--- config.mk ---
export PLATFORM = sky130hd
export DESIGN_NAME = traffic_phase_controller_flat
export DESIGN_NICKNAME = d
export VERILOG_FILES = /design/src/design/tpc_pkg.sv /design/src/design/tpc_if.sv /design/src/design/tpc_step.sv /design/src/design/traffic_phase_controller.sv /design/src/flat_wrapper.sv
export VERILOG_INCLUDE_DIRS = /design/src /design/src/design
export SDC_FILE = /design/constraint.sdc
export NUM_CORES = 1
export LEC_CHECK = 0
export BUFFER_PORTS_ARGS = -buffer_cell sky130_fd_sc_hd__buf_2
export CAP_MARGIN = 10
export CELL_PAD_IN_SITES_DETAIL_PLACEMENT = 1
export CELL_PAD_IN_SITES_GLOBAL_PLACEMENT = 1
export CORE_MARGIN = 10
export CORE_UTILIZATION = 49
export CTS_BUF_LIST = sky130_fd_sc_hd__clkbuf_4 sky130_fd_sc_hd__clkbuf_8
export CTS_CLUSTER_DIAMETER = 150
export DETAILED_ROUTE_END_ITERATION = 8
export PLACE_DENSITY = 0.8
export SYNTH_ARGS = -nofsm -noshare
export SYNTH_HDL_FRONTEND = slang
export SYNTH_SLANG_ARGS = --single-unit
--- constraint.sdc ---
create_clock -name clk_i -period 4.9 [get_ports clk_i]
set_input_delay 0.98 -clock clk_i [delete_from_list [all_inputs] [get_ports clk_i]]
set_output_delay 0.98 -clock clk_i [all_outputs]
set_load 0.01 [all_outputs]
--- src/design/traffic_phase_controller_assert.svh ---
// ----------------------------------------------------------------------------
// Traffic phase controller assertion macros
// Shared concurrent assertion forms used by the controller RTL.
// ----------------------------------------------------------------------------
`ifndef TRAFFIC_PHASE_CONTROLLER_ASSERT_SVH
`define TRAFFIC_PHASE_CONTROLLER_ASSERT_SVH

// Same-cycle implication, checked outside reset.
`define TPC_ASSERT_NOW(label, clk, rst_n, ante, cons, msg) \
  label: assert property (@(posedge clk) disable iff (!rst_n) (ante) |-> (cons)) \
    else $error(msg);

// Next-cycle implication, checked outside reset.
`define TPC_ASSERT_NEXT(label, clk, rst_n, ante, cons, msg) \
  label: assert property (@(posedge clk) disable iff (!rst_n) (ante) |=> (cons)) \
    else $error(msg);

`endif

--- src/design/tpc_pkg.sv ---
// ----------------------------------------------------------------------------
// Traffic phase controller package
// Phase, lamp and request codes plus the state, configuration and result types.
// ----------------------------------------------------------------------------
`timescale 1ns / 1ps

package tpc_pkg;

  localparam int unsigned DurW = 16;

  typedef enum logic [2:0] {
    PH_NS_GREEN  = 3'd0,
    PH_NS_YELLOW = 3'd1,
    PH_ALL_RED_A = 3'd2,
    PH_EW_GREEN  = 3'd3,
    PH_EW_YELLOW = 3'd4,
    PH_ALL_RED_B = 3'd5
  } phase_e;

  typedef enum logic [1:0] {
    LAMP_RED    = 2'd0,
    LAMP_YELLOW = 2'd1,
    LAMP_GREEN  = 2'd2
  } lamp_e;

  typedef enum logic [1:0] {
    KIND_TICK  = 2'd0,
    KIND_EMERG = 2'd1,
    KIND_CLEAR = 2'd2
  } kind_e;

  // Approaches at or above this code are on the east-west road.
  localparam logic [1:0] EW_APPROACH_MIN = 2'd2;

  localparam logic [1:0] CFG_NORMAL_GREEN = 2'd0;
  localparam logic [1:0] CFG_YELLOW       = 2'd1;
  localparam logic [1:0] CFG_ALL_RED      = 2'd2;
  localparam logic [1:0] CFG_EMERGENCY    = 2'd3;

  localparam logic [DurW-1:0] RST_NORMAL_GREEN = 16'd10000;
  localparam logic [DurW-1:0] RST_YELLOW       = 16'd3000;
  localparam logic [DurW-1:0] RST_ALL_RED      = 16'd1000;
  localparam logic [DurW-1:0] RST_EMERGENCY    = 16'd15000;

  typedef struct packed {
    logic [DurW-1:0] yellow_ms;
    logic [DurW-1:0] all_red_ms;
    logic [DurW-1:0] emergency_ms;
  } tpc_cfg_t;

  typedef struct packed {
    phase_e          phase;
    logic [DurW-1:0] phase_elapsed;
    logic [DurW-1:0] green_dur;
    logic            ovr_on;
    logic            ovr_ew;
    logic [DurW-1:0] ovr_elapsed;
  } tpc_state_t;

  typedef struct packed {
    phase_e phase;
    lamp_e  ns_light;
    lamp_e  ew_light;
    logic   emergency_active;
    logic   phase_changed;
  } tpc_result_t;

  function automatic logic [DurW-1:0] sat_inc(input logic [DurW-1:0] v);
    sat_inc = (v == '1) ? v : v + 1'b1;
  endfunction

endpackage

--- src/design/tpc_if.sv ---
// ----------------------------------------------------------------------------
// Traffic phase controller channels
// Valid/ready channels for request items and for result items.
// ----------------------------------------------------------------------------
`timescale 1ns / 1ps

interface tpc_in_if;
  logic        valid;
  logic        ready;
  logic [1:0]  kind;
  logic [1:0]  approach;
  logic [15:0] green_ms;

  modport source (output valid, kind, approach, green_ms, input ready);
  modport sink   (input valid, kind, approach, green_ms, output ready);
endinterface

interface tpc_out_if;
  logic       valid;
  logic       ready;
  logic [2:0] phase;
  logic [1:0] ns_light;
  logic [1:0] ew_light;
  logic       emergency_active;
  logic       phase_changed;

  modport source (output valid, phase, ns_light, ew_light, emergency_active, phase_changed,
                  input ready);
  modport sink   (input valid, phase, ns_light, ew_light, emergency_active, phase_changed,
                  output ready);
endinterface

--- src/design/tpc_step.sv ---
// ----------------------------------------------------------------------------
// Traffic phase controller step
// Next state and result for one request item, given the current state.
// ----------------------------------------------------------------------------
`timescale 1ns / 1ps

module tpc_step (
  input  tpc_pkg::tpc_state_t  state_i,
  input  tpc_pkg::tpc_cfg_t    cfg_i,
  input  logic [1:0]           kind_i,
  input  logic [1:0]           approach_i,
  input  logic [15:0]          green_ms_i,
  output tpc_pkg::tpc_state_t  state_o,
  output tpc_pkg::tpc_result_t result_o
);
  import tpc_pkg::*;

  logic [DurW-1:0] phase_cnt;
  logic [DurW-1:0] ovr_cnt;
  logic [DurW-1:0] duration;
  phase_e          phase_nxt;
  logic            changed;

  assign phase_cnt = sat_inc(state_i.phase_elapsed);
  assign ovr_cnt   = sat_inc(state_i.ovr_elapsed);

  always_comb begin
    case (state_i.phase)
      PH_NS_GREEN, PH_EW_GREEN:   duration = state_i.green_dur;
      PH_NS_YELLOW, PH_EW_YELLOW: duration = cfg_i.yellow_ms;
      default:                    duration = cfg_i.all_red_ms;
    endcase
  end

  always_comb begin
    case (state_i.phase)
      PH_NS_GREEN:  phase_nxt = PH_NS_YELLOW;
      PH_NS_YELLOW: phase_nxt = PH_ALL_RED_A;
      PH_ALL_RED_A: phase_nxt = PH_EW_GREEN;
      PH_EW_GREEN:  phase_nxt = PH_EW_YELLOW;
      PH_EW_YELLOW: phase_nxt = PH_ALL_RED_B;
      default:      phase_nxt = PH_NS_GREEN;
    endcase
  end

  always_comb begin
    state_o = state_i;
    changed = 1'b0;
    case (kind_e'(kind_i))
      KIND_TICK: begin
        if (state_i.ovr_on) begin
          state_o.ovr_elapsed = ovr_cnt;
          if (ovr_cnt >= cfg_i.emergency_ms) begin
            state_o.ovr_on        = 1'b0;
            state_o.phase         = PH_NS_GREEN;
            state_o.phase_elapsed = '0;
            changed               = 1'b1;
          end
        end else begin
          state_o.phase_elapsed = phase_cnt;
          if (phase_cnt >= duration) begin
            state_o.phase         = phase_nxt;
            state_o.phase_elapsed = '0;
            changed               = 1'b1;
            // The request's green time is latched on entry to either green phase.
            if (phase_nxt == PH_NS_GREEN || phase_nxt == PH_EW_GREEN) begin
              state_o.green_dur = green_ms_i;
            end
          end
        end
      end
      KIND_EMERG: begin
        state_o.ovr_on      = 1'b1;
        state_o.ovr_ew      = (approach_i >= EW_APPROACH_MIN);
        state_o.ovr_elapsed = '0;
        changed             = 1'b1;
      end
      KIND_CLEAR: begin
        if (state_i.ovr_on) begin
          state_o.ovr_on        = 1'b0;
          state_o.phase         = PH_NS_GREEN;
          state_o.phase_elapsed = '0;
          changed               = 1'b1;
        end
      end
      default: begin
        changed = 1'b0;
      end
    endcase
  end

  always_comb begin
    result_o.phase            = state_o.phase;
    result_o.emergency_active = state_o.ovr_on;
    result_o.phase_changed    = changed;
    if (state_o.ovr_on) begin
      result_o.ns_light = state_o.ovr_ew ? LAMP_RED : LAMP_GREEN;
      result_o.ew_light = state_o.ovr_ew ? LAMP_GREEN : LAMP_RED;
    end else begin
      case (state_o.phase)
        PH_NS_GREEN: begin
          result_o.ns_light = LAMP_GREEN;
          result_o.ew_light = LAMP_RED;
        end
        PH_NS_YELLOW: begin
          result_o.ns_light = LAMP_YELLOW;
          result_o.ew_light = LAMP_RED;
        end
        PH_EW_GREEN: begin
          result_o.ns_light = LAMP_RED;
          result_o.ew_light = LAMP_GREEN;
        end
        PH_EW_YELLOW: begin
          result_o.ns_light = LAMP_RED;
          result_o.ew_light = LAMP_YELLOW;
        end
        default: begin
          result_o.ns_light = LAMP_RED;
          result_o.ew_light = LAMP_RED;
        end
      endcase
    end
  end

endmodule

--- src/design/traffic_phase_controller.sv ---
// ----------------------------------------------------------------------------
// Traffic phase controller
// Six-phase two-road signal sequencer with emergency override.
// ----------------------------------------------------------------------------
// Usage:
//   in_i carries one request per transfer: a one-millisecond tick, an
//   emergency request for an approach, or a clear request. Each request
//   yields exactly one result transfer on out_o with the phase, both lamp
//   states, the override flag and a change flag.
//   A request's result is written into the output register at the edge that
//   takes the request. Throughput is one request per cycle while the
//   receiver takes results, set by the single state update between the
//   request and the output register.
//   When the receiver stalls, the output register holds its result and
//   in_i.ready drops until that result is taken; a request is taken in the
//   same cycle that the held result leaves.
//   Reset clears the output valid flag and starts at north-south green with
//   the register defaults. Registers must be written through cfg_we_i only
//   while no result is pending; the block does not enforce it. A write of
//   normal green reloads the current green duration if no request is taken.
// ----------------------------------------------------------------------------
`timescale 1ns / 1ps

`include "traffic_phase_controller_assert.svh"

module traffic_phase_controller (
  input  logic         clk_i,
  input  logic         rst_ni,
  tpc_in_if.sink       in_i,
  tpc_out_if.source    out_o,
  input  logic         cfg_we_i,
  input  logic [1:0]   cfg_idx_i,
  input  logic [15:0]  cfg_data_i
);
  import tpc_pkg::*;

  tpc_cfg_t    cfg_q;
  tpc_state_t  state_q, state_d;
  tpc_result_t result_q, result_d;
  logic        out_valid_q;
  logic        in_xfer;

  assign in_i.ready = !out_valid_q || out_o.ready;
  assign in_xfer    = in_i.valid && in_i.ready;

  tpc_step u_step (
    .state_i    (state_q),
    .cfg_i      (cfg_q),
    .kind_i     (in_i.kind),
    .approach_i (in_i.approach),
    .green_ms_i (in_i.green_ms),
    .state_o    (state_d),
    .result_o   (result_d)
  );

  always_ff @(posedge clk_i or negedge rst_ni) begin
    if (!rst_ni) begin
      cfg_q.yellow_ms     <= RST_YELLOW;
      cfg_q.all_red_ms    <= RST_ALL_RED;
      cfg_q.emergency_ms  <= RST_EMERGENCY;
      state_q.phase         <= PH_NS_GREEN;
      state_q.phase_elapsed <= '0;
      state_q.green_dur     <= RST_NORMAL_GREEN;
      state_q.ovr_on        <= 1'b0;
      state_q.ovr_ew        <= 1'b0;
      state_q.ovr_elapsed   <= '0;
    end else begin
      if (in_xfer) begin
        state_q <= state_d;
      end else if (cfg_we_i && cfg_idx_i == CFG_NORMAL_GREEN) begin
        state_q.green_dur <= cfg_data_i;
      end
      if (cfg_we_i) begin
        case (cfg_idx_i)
          CFG_YELLOW:    cfg_q.yellow_ms    <= cfg_data_i;
          CFG_ALL_RED:   cfg_q.all_red_ms   <= cfg_data_i;
          CFG_EMERGENCY: cfg_q.emergency_ms <= cfg_data_i;
          default:       cfg_q <= cfg_q;
        endcase
      end
    end
  end

  always_ff @(posedge clk_i or negedge rst_ni) begin
    if (!rst_ni) begin
      out_valid_q <= 1'b0;
    end else if (in_i.ready) begin
      out_valid_q <= in_i.valid;
    end
  end

  always_ff @(posedge clk_i) begin
    if (in_xfer) begin
      result_q <= result_d;
    end
  end

  assign out_o.valid            = out_valid_q;
  assign out_o.phase            = result_q.phase;
  assign out_o.ns_light         = result_q.ns_light;
  assign out_o.ew_light         = result_q.ew_light;
  assign out_o.emergency_active = result_q.emergency_active;
  assign out_o.phase_changed    = result_q.phase_changed;

  `TPC_ASSERT_NOW(a_no_take_when_full, clk_i, rst_ni, out_valid_q && !out_o.ready, !in_xfer, "request taken while result stalled")
  `TPC_ASSERT_NEXT(a_emerg_result, clk_i, rst_ni, in_xfer && in_i.kind == KIND_EMERG, out_valid_q && result_q.emergency_active && result_q.phase_changed, "emergency request did not raise override")
  `TPC_ASSERT_NOW(a_override_one_green, clk_i, rst_ni, out_valid_q && result_q.emergency_active, (result_q.ns_light == LAMP_GREEN) != (result_q.ew_light == LAMP_GREEN), "override must light exactly one road green")
  `TPC_ASSERT_NOW(a_no_conflict, clk_i, rst_ni, out_valid_q, result_q.ns_light == LAMP_RED || result_q.ew_light == LAMP_RED, "both roads shown non-red")

endmodule

--- src/flat_wrapper.sv ---
// flat-port wrapper written by rule: the top's interface ports become plain ports
module traffic_phase_controller_flat import tpc_pkg::*;
  (clk_i, rst_ni, cfg_we_i, cfg_idx_i, cfg_data_i, in_i_valid, in_i_kind, in_i_approach, in_i_green_ms, in_i_ready, out_o_valid, out_o_phase, out_o_ns_light, out_o_ew_light, out_o_emergency_active, out_o_phase_changed, out_o_ready);
  tpc_in_if in_i_i ();
  tpc_out_if out_o_i ();
  input  logic clk_i;
  input  logic rst_ni;
  input  logic cfg_we_i;
  input  logic [1:0] cfg_idx_i;
  input  logic [15:0] cfg_data_i;
  input wire logic [$bits(in_i_i.valid)-1:0] in_i_valid;
  input wire logic [$bits(in_i_i.kind)-1:0] in_i_kind;
  input wire logic [$bits(in_i_i.approach)-1:0] in_i_approach;
  input wire logic [$bits(in_i_i.green_ms)-1:0] in_i_green_ms;
  output wire logic [$bits(in_i_i.ready)-1:0] in_i_ready;
  output wire logic [$bits(out_o_i.valid)-1:0] out_o_valid;
  output wire logic [$bits(out_o_i.phase)-1:0] out_o_phase;
  output wire logic [$bits(out_o_i.ns_light)-1:0] out_o_ns_light;
  output wire logic [$bits(out_o_i.ew_light)-1:0] out_o_ew_light;
  output wire logic [$bits(out_o_i.emergency_active)-1:0] out_o_emergency_active;
  output wire logic [$bits(out_o_i.phase_changed)-1:0] out_o_phase_changed;
  input wire logic [$bits(out_o_i.ready)-1:0] out_o_ready;
  assign in_i_i.valid = in_i_valid;
  assign in_i_i.kind = in_i_kind;
  assign in_i_i.approach = in_i_approach;
  assign in_i_i.green_ms = in_i_green_ms;
  assign in_i_ready = in_i_i.ready;
  assign out_o_valid = out_o_i.valid;
  assign out_o_phase = out_o_i.phase;
  assign out_o_ns_light = out_o_i.ns_light;
  assign out_o_ew_light = out_o_i.ew_light;
  assign out_o_emergency_active = out_o_i.emergency_active;
  assign out_o_phase_changed = out_o_i.phase_changed;
  assign out_o_i.ready = out_o_ready;
  traffic_phase_controller u_core (.clk_i(clk_i), .rst_ni(rst_ni), .in_i(in_i_i), .out_o(out_o_i), .cfg_we_i(cfg_we_i), .cfg_idx_i(cfg_idx_i), .cfg_data_i(cfg_data_i));
endmodule
# == Word level (Yosys, flattened, before mapping) ==
# Cells that the tools add are included.
# op_classes
n_addsub,2
n_lt_le_gt_ge,3
n_eq_ne,22
mux,29
reduce_logical,21
# ops
cell,n
16-bit 2-to-1 mux,8
16-bit one-hot mux with 2 select lines,2
19-bit 2-to-1 mux,3
19-bit one-hot mux with 2 select lines,1
35-bit 2-to-1 mux,1
16-bit by 1-bit adder with 16-bit output (second input constant),2
16-bit equality test (second input constant),2
16-bit >= comparator,2
4-bit one-hot mux with 4 select lines,1
3-bit one-hot mux with 5 select lines,1
3-bit by 2-bit equality test with 1-bit output (second input constant),4
3-bit zero test,3
2-bit inequality test (second input constant),4
1-bit 2-to-1 mux,7
2-bit equality test (second input constant),3
3-bit by 1-bit equality test with 1-bit output (second input constant),2
3-bit equality test (second input constant),2
1-bit one-hot mux with 3 select lines,2
2-bit AND reduction,3
2-bit nonzero test,3
5-bit AND reduction,1
2-bit by 1-bit equality test with 1-bit output (second input constant),2
2-bit zero test,2
2-bit 2-to-1 mux,2
other kinds (10),14
# word_totals
inputBits,43
reg_bits,111
out_inout_bits,11
elab_cells,92

# == Logic depth before layout (Yosys ltp) ==
# depth
depth_word,11
depth_mapped,18

# == Hierarchy ==
# A second synthesis with hierarchy kept.
# unflattened
cells_unflattened,753
hier_area_um2,7628.6
# by_module_without_submodules
module,area_per_inst_um2,cells_per_inst,instances,seq_area_each_um2
traffic_phase_controller,4420.5,268,1,2854.0
tpc_step,3208.1,485,1,0.0

# == Least setup slack after synthesis ==
# Ideal clock, no wire load.
# synth_timing
path_kind,flip-flop to flip-flop
start,reg u_core.state_q[34] in the netlist's numbering
end,reg u_core.result_q (netlist bit u_core.out_o.ew_light[1]) (data pin)
t_required_ns,4.644
setup_ns,0.256
stages_incl_launch_ff,17
path_slack_ns,1.092
arrival_ns,3.552
period_less_slack_ns,3.808
path_buffers,1
path_cell_list,dfrtp_1 > ha_1 > nand3_2 > or2_0 > buf_2 > nor4_4 > nor2_1 > nand2_1 > xnor2_1 > ha_1 > nand2_1 > nor4_1 > o2111ai_1 > and3_1 > nor4b_1 > a211oi_2 > a41o_1
# synth_lines
element,line,rtl
"start, declared",traffic_phase_controller.sv:38,"tpc_state_t state_q, state_d;"
"start signal, assigned",traffic_phase_controller.sv:69,state_q <= state_d;
"end signal, assigned",traffic_phase_controller.sv:94,result_q <= result_d;
"end, declared",traffic_phase_controller.sv:39,"tpc_result_t result_q, result_d;"

# == Final worst setup path ==
# layout_timing
start,reg u_core.state_q[0] in the netlist's numbering
end,reg u_core.state_q[38] in the netlist's numbering
# layout_via
elab_chain_cells,5
word_cells_on_any_way,6
cone_classes,add/sub (1); order compare (1); eq/ne (2); mux (1); reduce/logical (1)
# layout_rtl
element,line,rtl
16-bit by 1-bit adder with 16-bit output or 16-bit equality test (tied branches),tpc_pkg.sv:69,sat_inc = (v == '1) ? v : v + 1'b1;
16-bit 2-to-1 mux (*),tpc_pkg.sv:69,
16-bit >= comparator (*),tpc_step.sv:53,if (ovr_cnt >= cfg_i.emergency_ms) begin
3-bit inequality test (no source line) (*),-,
4-bit AND reduction (no source line) (*),-,
# Mark *: on every way between the ends. The rest lies on a longest branch, timed or not.
# A chain may end at the register's enable or synchronous reset.

==> summary.md <==
| Metric | Value |
|---|---|
| Number of synthesized flops with an enable pin | 9 |
| Clk sink count | 111 |
| Largest net degree at the start of global routing | 71 |
| Synth top area cells | dfrtp_1, dfstp_2, mux2_2, ha_1, nand2_1 |
| Worst-Skew Late Latency | 0.40 ns |
| Worst path max stage delay | 0.58 ns |
| Total gr overflow | 0 |
| Initial antenna violation count | 0 |
| Ys Warns | 0 |
| Clock slew at the register clock pins of the worst setup and hold paths | 0.11 ns |
| Static leakage | 3.34 nW |
| Placeable core region | 13800 µm² |
| WHS | 0.519 ns |
| Ant. Diodes | 0 |
| Switching part of the total | 38.7% |
| Clock power frac | 21.1% |
| CTS Buf Count | 9 |
| Setup CP Type | reg2reg |
| Netlist Area Pre-Place | 6870 µm² |
| Setup-failing EPs final | 0 |
| Final setup margin | 0.399 ns |
| CP Data Arrival Time | 4.84 ns |
| Post-synthesis compound-gate area fraction | 16.5% |
| F_max | 222 MHz |
| Top Ports | 54 |
| Worst clock skew | 0.0163 ns |
| RD Place Congestion | 0.882 |
| Setup WS pre-CTS | 0.418 ns |
| Crit path cell chain | ha_1 -> nand3_1 -> nor4_2 -> nand4_1 -> buf_4 -> nand2b_1 -> nor2_1 -> xnor2_1 -> ha_1 -> nand2_1 -> nor4_1 -> a32oi_1 -> a31o_4 -> nor3_4 -> buf_4 -> a22o_1 |
| Max FO, Critical Path | 16 |
| Switching pwr | 0.00118 W |
| Main combinational cell family by area after synthesis | simple AND/OR/NAND/NOR gates |
| Pint | 0.00187 W |
| Least-Margin Pin Slew | 0.998 ns |
| Setup_tns | 0 ns |
| Max Slew Vio Count | 0 |
| Hold path startpoint | u_core.cfg_q[15]$_DFFE_PN0P_ |
| Gr usage total | 20.8% |
| Area grow syn2layout | 9.72% |
| Routed Antenna Nets | 0 |
| Multi-input logic area | 3750 µm² |
| Cell Rows | 43 |
| Adder-Cell Fraction of Synth Area | 6.19% |
| FF-to-FF setup slack | 0.40 ns |
| Number of global-route vias before repair | 6384 |
| FF-to-FF End | u_core.state_q[38]$_DFFE_PN0P_ |
| PD cells | 405 nW/µm² |
| Crit. End Element | flop |
| Max-slew headroom | 33.3% |
| Reg power frac | 41.2% |
| Port buffer count | 52 |
| Seq cells post-synth | 111 |
| Iter 0 DRT Violations | 423 |
| Synth Net Count | 808 |
| Distinct cells, synth | 63 |
| DP HPWL | 14200 µm |
| Vias per cell | 6.21 |
| Post-synth ARST share | 91.9% |
| Die area | 19200 µm² |
| Hold-fix buffers at CTS | 0 |
| First-pass GRT wire length | 33400 µm |
| Residual DRC | 0 |
| Fin nets | 843 |
| Proportion of netlist area held by the largest area contributor | 28.0% |
| Mux cell area share after synthesis | 11.9% |
| Hold depth | 1 |
| Primary FF master, synth | dfrtp_1 |
| Critical-path top delay cell | nor3_4 |
| Peak VDD IR | 0.000178 V |
| Cell taking the most area after synthesis | dfrtp_1 |
| Combinational power share | 37.8% |
| Clock tree from TritonCTS | yes |
| Register area | 2850 µm² |
| Hold EP | u_core.cfg_q[15]$_DFFE_PN0P_ |
| Unrepaired setup endpoints after global routing | no |
| Fillers | 1609 |
| Final period util | 91.9% |
| R2r worst-path depth | 16 |
| Tmin final | 4.50 ns |
| Initial DRT Pass Iterations | 5 |
| Mean post-synth cell area | 9.40 µm² |
| CTS H-tree depth | 3 |
| Syn Inst Count | 731 |
| Outcome | complete, no violations |
| Initial Util | 49.7% |
| Worst EP required | 5.24 ns |
| CTS max path bufs | 2 |
| Reg-to-Reg Start | u_core.state_q[0]$_DFFE_PN0P_ |
| Die height | 138 µm |
| Layout cell share with drive strength beyond 1 | 22.6% |
| Total power | 0.00305 W |
| Root Driver | clkbuf_8 |
| Startpoint Class | flop |
| Die Wd | 138 µm |
| Seq/Total Area, Yosys | 41.5% |
| Maxcap violations | 0 |
| Mean routed wirelength per cell | 21.1 µm |
| Synth Area in XOR/XNOR | 2.55% |
| Simple-gate share of the synthesized area | 17.2% |
| Worst min path class | reg2reg |
| DRT Wirelength | 20100 µm |
| Hold Vio Cnt, Final | 0 |
| Vias | 5904 |
-- worst max path at each step --
stage	endpoint	start	slack, ns	cells past startpoint
after floorplan	u_core.out_o.ew_light[1]$_DFFE_PP_	u_core.state_q[34]$_DFFE_PN0P_	1.09	16
after global placement	u_core.out_o.ew_light[1]$_DFFE_PP_	u_core.state_q[34]$_DFFE_PN0P_	0.47	14
after detailed placement	u_core.out_o.ew_light[1]$_DFFE_PP_	u_core.state_q[42]$_DFFE_PN0P_	0.42	14
after CTS	u_core.out_o.ew_light[1]$_DFFE_PP_	u_core.state_q[42]$_DFFE_PN0P_	0.33	14
after global routing	u_core.out_o.ew_light[1]$_DFFE_PP_	u_core.state_q[5]$_DFFE_PN0P_	0.05	15
final	u_core.state_q[38]$_DFFE_PN0P_	u_core.state_q[0]$_DFFE_PN0P_	0.40	16
-- cells in the final DEF, fill, tap and decap left out, drive strengths merged, types with 3 or more instances in the layout --
cell    synthesis  routed
o21a            3       3
a31oi          21      21
dfrtp          77      77
nand3          36      36
inv            29      32
dfstp          25      25
nor3           16      16
and2            4       4
nor4b           3       3
nand2          97      97
xnor2          15      15
o22ai          35      35
a21oi          35      35
mux2           51      51
nor4            6       6
o31ai           3       3
or3             5       5
nand4           7       7
a21o            3       3
nand2b          8       8
clkbuf         32       9
edfxtp          9       9
mux2i          24      24
a22oi          16      16
xor2            5       5
nor2           50      50
and3            7       7
buf            11      67
ha             34      34
a22o           14      14
o21ai          24      24
clkinv          1       3
-- kinds of logic (layout without fill, tap and decap cells) --
logic type                 Yosys count  in the layout
and+or+nand+nor                    247            247
AOI/OAI and AO/OA                  171            171
DFF                                111            111
muxes                               75             75
buffers and inverters               73            113
adders and majority gates           34             34
xor gates and xnor gates            20             20
-- area by class of cell --
cell class / instances / share of cell area, %
inverter: 30 / 1.49
tap: 180 / 2.99
sequential: 111 / 37.9
timing repair buffer: 67 / 4.98
multi-input combinational: 547 / 49.7
clock inverter: 7 / 1.34
clock buffer: 9 / 1.64
-- sequential cells by signal, summed over array words and instances, names as in the netlist --
name,flops
u_core.out_o.ew_light,2
u_core.out_o.ns_light,2
u_core.cfg_q,48
u_core.out_o.phase_changed,1
u_core.out_o.valid,1
u_core.out_o.phase,3
u_core.out_o.emergency_active,1
u_core.state_q,53
-- metal layers --
metal / vias up / wire (µm) / GRT usage [%]
met3: 20 / 806 / 3.01
met1: 3021 / 9050 / 26.3
met4: 0 / 263 / 5.99
met5: - / 0 / 0
met2: 131 / 9980 / 36.0
li1: 2732 / - / -
-- through the flow --
| step | cell area (µm²) | utilization [%] | instances |
|---|---|---|---|
| CTS | 7520 | 54.4 | 951 |
| finish | 7540 | 54.5 | 951 |
| global route | 7540 | 54.5 | 951 |
| detailed placement | 7300 | 52.8 | 935 |
| floorplan | 6870 | - | 731 |
| global placement | 7300 | 52.8 | 935 |
-- cell usage after synthesis, drive strengths merged (3+ instances only) --
| master | count |
|---|---|
| mux2 | 51 |
| a31oi | 21 |
| or3 | 5 |
| ha | 34 |
| dfstp | 25 |
| o31ai | 3 |
| clkbuf | 32 |
| nor4 | 6 |
| inv | 29 |
| a21o | 3 |
| and2 | 4 |
| o21a | 3 |
| dfrtp | 77 |
| nor2 | 50 |
| a22o | 14 |
| nand4 | 7 |
| nand2b | 8 |
| o21ai | 24 |
| xnor2 | 15 |
| mux2i | 24 |
| o22ai | 35 |
| a21oi | 35 |
| nand3 | 36 |
| and3 | 7 |
| nor4b | 3 |
| nor3 | 16 |
| edfxtp | 9 |
| nand2 | 97 |
| xor2 | 5 |
| buf | 11 |
| a22oi | 16 |
-- power groups by stage --
stage               Clock (W)  Combinational, W  Sequential (W)
floorplan                   0          0.000809         0.00122
global placement            0           0.00107         0.00125
detailed placement          0           0.00113         0.00127
CTS                  0.000656           0.00115         0.00125
global route         0.000694           0.00129         0.00128
finish               0.000643           0.00115         0.00126
-- worst max-delay path, delay by kind of cell (launching register included) --
family | cells | cell delay (ns)
fa+ha+maj | 2 | 0.51
xor+xnor | 1 | 0.16
buf+inv | 2 | 0.47
simple gates | 8 | 2.06
compound gates | 3 | 0.76
flops | 1 | 0.49
-- repair_timing --
item | CTS | global route
endpoints found under the setup margin | 0 | 15
buffers inserted | 0 | 0
resized for setup | 0 | 4
endpoints found under the hold margin | 0 | 0
(Power assumes the default switching activity.)
